<file path="config.mk">
export PLATFORM = sky130hd
export DESIGN_NAME = gqa_dv_issue
export DESIGN_NICKNAME = d
export VERILOG_FILES = /design/src/hw/rtl/gqa_dv_pkg.sv /design/src/hw/rtl/gqa_dv_issue.sv
export SDC_FILE = /design/constraint.sdc
export NUM_CORES = 1
export LEC_CHECK = 0
export BUFFER_PORTS_ARGS = -buffer_cell sky130_fd_sc_hd__buf_2
export CAP_MARGIN = 40
export CORE_ASPECT_RATIO = 1.25
export CORE_UTILIZATION = 45
export DETAILED_ROUTE_END_ITERATION = 8
export GPL_ROUTABILITY_DRIVEN = 0
export PLACE_DENSITY = 0.64
export SLEW_MARGIN = 10
export SYNTH_ARGS = -nofsm -noshare
export SYNTH_HDL_FRONTEND = slang
export SYNTH_SLANG_ARGS = --single-unit
</file>
<file path="constraint.sdc">
create_clock -name vclk -period 10.2
set_input_delay 2.04 -clock vclk [all_inputs]
set_output_delay 2.04 -clock vclk [all_outputs]
set_load 0.01 [all_outputs]
</file>
<file path="src/hw/rtl/gqa_dv_pkg.sv">
// shared widths, limits and types of the dv accumulator
// depends on nothing; imported by the issue stage and the top level
package gqa_dv_pkg;

   // request and response payload widths
   localparam int REQ_TDATA_W = 48;
   localparam int RSP_TDATA_W = 32;
   localparam int ACC_W       = 32;
   localparam int TERM_W      = 17;

   // accumulator limits
   localparam logic [ACC_W-1:0] ACC_MAX = 32'h7fff_ffff;
   localparam logic [ACC_W-1:0] ACC_MIN = 32'h8000_0000;

   // what the issue stage hands to the update stage besides the address
   typedef struct packed {
      logic                     in_range;
      logic signed [TERM_W-1:0] term;
   } issue_type;

endpackage

</file>
<file path="src/hw/rtl/gqa_dv_issue.sv">
// issue stage: range check, store address and scaled gradient term
// depends on gqa_dv_pkg
module gqa_dv_issue #(
   parameter int QUERY_HEADS = 8,
   parameter int GROUP_SIZE  = 4,
   parameter int NUM_BLOCKS  = 4,
   parameter int BLOCK_LEN   = 16,
   parameter int HEAD_DIM    = 32,
   parameter int ADDR_W      = 12
) (
   input  logic [2:0]             query_head,
   input  logic [1:0]             block_index,
   input  logic [3:0]             position,
   input  logic [4:0]             value_dim,
   input  logic [15:0]            attn_weight,
   input  logic signed [15:0]     grad_out,
   output logic [ADDR_W-1:0]      addr,
   output gqa_dv_pkg::issue_type  info
);

   import gqa_dv_pkg::*;

   logic [2:0]         kv_head;
   logic [31:0]        addr_wide;
   logic signed [32:0] product;

   // query head to kv head, a small table over the eight head codes
   always_comb begin
      kv_head = '0;
      for (int i = 0; i < 8; i++) begin
         if (query_head == 3'(i)) begin
            kv_head = 3'(i / GROUP_SIZE);
         end
      end
   end

   // flat entry address
   assign addr_wide = 32'(((int'(kv_head) * NUM_BLOCKS + int'(block_index)) * BLOCK_LEN
                          + int'(position)) * HEAD_DIM + int'(value_dim));
   assign addr = addr_wide[ADDR_W-1:0];

   // all indices inside the configured shape
   assign info.in_range = (int'(query_head) < QUERY_HEADS) &&
                          (int'(block_index) < NUM_BLOCKS) &&
                          (int'(position) < BLOCK_LEN) &&
                          (int'(value_dim) < HEAD_DIM);

   // q0.16 times q3.12, floor shift by 16 back to q3.12
   assign product   = $signed({1'b0, attn_weight}) * grad_out;
   assign info.term = product[32:16];

endmodule

</file>
==> impl_metrics.csv <==
group,metric,value,unit
outcome,status,"finished clean",
critical_path,biggest_cell_delay_along_the_critical_path,0.53,ns
die,fp.coreArea,18900,µm²
critical_path,criticalPathCategory,"input pin to output pin",
global_route,grt_util_all_layers,22.3,%
synth,synthDominantAreaCellType,"fa_1",
final_layout,final_nets,1396,
critical_path,timing.critical_path.fanout_max,16,
place,setup_slack_after_placement,0.358,ns
routing,detail_route.first_pass.iterations,4,
critical_path,start_kind,"input pin",
final_layout,diodes,0,
timing,fmax,0.102,GHz
routing,drc,0,
clock_tree,cts_hold_repair.buffers,0,
timing,final_critical_path_setup_slack,0.349,ns
final_layout,clock_buffers,0,
synth,synth.lib_cells_used.distinct,45,
synth,synth_fp_nets,1380,
routing,number_of_routed_nets_with_antenna_violations,0,
final_layout,area.sequential,0,µm²
die,fp.dieArea,20100,µm²
critical_path,slowest_stage_cell_crit_path,"fa_1",
synth,synth_top_cells_by_count,"inv_1, fa_1, nand2_1, ha_1, and2_1",
clock_tree,cts.repair_timing.setup_buffer_count,0,
final_layout,post-route-util,48.5,%
global_route,grt_antenna_before_repair,0,
critical_path,startpoint,"grad_out[1]",
synth,synthCells,1022,
critical_path,cp_bufs_invs,6,
global_route,global_route.overflow_total,0,
timing,final-max-slew-violation-count,0,
timing,setup_repair_after_global_routing_missed_its_margin,"false",
global_route,grt_first_pass_wirelength,35000,µm
synth,syn-cell-area,8780,µm²
critical_path,crit_arrival,7.81,ns
die,initial_core_util,46.4,%
run,count_of_maximum_capacitance_violations,0,
final_layout,drive_gt1_share,6.66,%
die,rows,56,
routing,drt-initial-drc-count,168,
critical_path,worst-path-stages,21,
timing,totalNegativeSetupSlack,0,ns
synth,synth_top_area_share,44.0,%
routing,dr_total_vias,6632,
die,top_level_ports,76,
clock_tree,cts.repair.resized,0,
critical_path,worstSetupEndpoint,"info[16]",
routing,totalWireLength,20900,µm
timing,period_needed,9.85,ns
routing,routedWlPerCell,16.5,µm
synth,post_synth.cell_area_avg,8.59,µm²
routing,detail_route.vias_per_cell,5.23,
global_route,grt_pass1_vias,6971,
critical_path,cp_top_family,"adder cells",
critical_path,cp_cell_sequence,"buf_2, nand2_1, fa_1, fa_1, fa_1, inv_1, fa_1, fa_1, inv_1, fa_1, inv_1, ha_1, nand2_2, nor4_2, nand4_1, a31oi_1, nor2b_1, buf_4, o211ai_2, xnor2_1, buf_2",
die,die-height,158,µm
timing,final-hold-violation-count,0,
final_layout,numSequentialCells,0,
critical_path,critPathMostFrequentCell,"fa_1",
final_layout,final_cell_count_no_fill,1268,
final_layout,syn_to_final_growth,4.48,%
place,place_hpwl,17400,µm
synth,synthesis.yosys.warnings,0,
timing,finalSetupViolations,0,
place,dp_cells,1268,
critical_path,crit_required,8.16,ns
timing,layout_worst_path_cycle_share,96.6,%
synth,synth.top_cells.by_area,"fa_1, ha_1, inv_1",
global_route,grt_start_max_net_pins,17,
hold_path,hold_class,"input pin to output pin",
die,die_w,127,µm
synth,most_numerous_cell_in_the_yosys_netlist,"inv_1",
critical_path,critPathCaptureType,"output pin",
place,buffer_ports.inserted,49,
synth,ys_seq_area_share,0,%
==> cell type report <==
type / count / area, µm²
repair buffers: 58 / 313
multi-input cells: 728 / 7630
inverters: 250 / 938
fillers: 1900 / 9750
well taps: 232 / 290
==> logic make-up (layout without fill, tap and decap cells) <==
kind of cell             Yosys count  after routing  share of synthesized area (%)
AO/OA/AOI/OAI                     81             81                           5.92
XOR/XNOR                          17             17                           1.70
adder cells (fa/ha/maj)          312            312                           61.0
buffers and inverters            294            308                           13.1
other                              1              1                         0.0427
AND/OR/NAND/NOR                  317            317                           18.3
==> cells in the final DEF, fill, tap and decap left out, types with 2 or more instances in the layout <==
cell and n:
inv_1 249, fa_1 193, nand2_1 133, ha_1 119, and2_1 116, buf_2 49
a21oi_1 28, nor2_1 24, o21ai_0 16, nand2b_1 12, xnor2_1 10, buf_4 9
nand4_1 7, xor2_1 7, nand3_1 6, a211oi_1 5, a21o_1 5, or3_1 4
nor2b_1 4, o211ai_1 3, nor3_1 3, o31ai_1 3, a21oi_2 2, nand2_2 2
o21a_1 2, o21ai_1 2, o21ai_2 2, a31oi_1 2, a211o_1 2, o21bai_1 2
==> how the worst min path moves through the flow <==
stage | startpoint | to | slack, ns | cells after the start
3_3_place_gp | position[3] | addr[8] | 4.08 | 0
6_report | block_index[1] | addr[10] | 4.08 | 0
5_1_grt | query_head[2] | addr[11] | 4.08 | 0
3_5_place_dp | position[3] | addr[8] | 4.08 | 0
4_1_cts | position[3] | addr[8] | 4.08 | 0
2_1_floorplan | value_dim[0] | addr[0] | 4.17 | 1
==> metrics by stage <==
step | hold slack, ns | cell area (µm²)
after floorplan | 4.17 | 8780
after global placement | 4.08 | 9170
after detailed placement | 4.08 | 9170
after CTS | 4.08 | 9170
after global routing | 4.08 | 9170
final | 4.08 | 9170
==> metal layers <==
layer | vias to the layer above | wire length [µm] | track usage [%] | share of wire [%]
li1 | 3075 | - | - | -
met1 | 3426 | 8520 | 26.5 | 41
met2 | 101 | 11400 | 44.3 | 55
met3 | 30 | 396 | 0.811 | 1.9
met4 | 0 | 529 | 4.59 | 2.5
met5 | - | 0 | 0 | 0
Power is left out: the tool's default activity adds up to more than one toggle a clock period on the data nets, which glitch-free logic cannot reach.
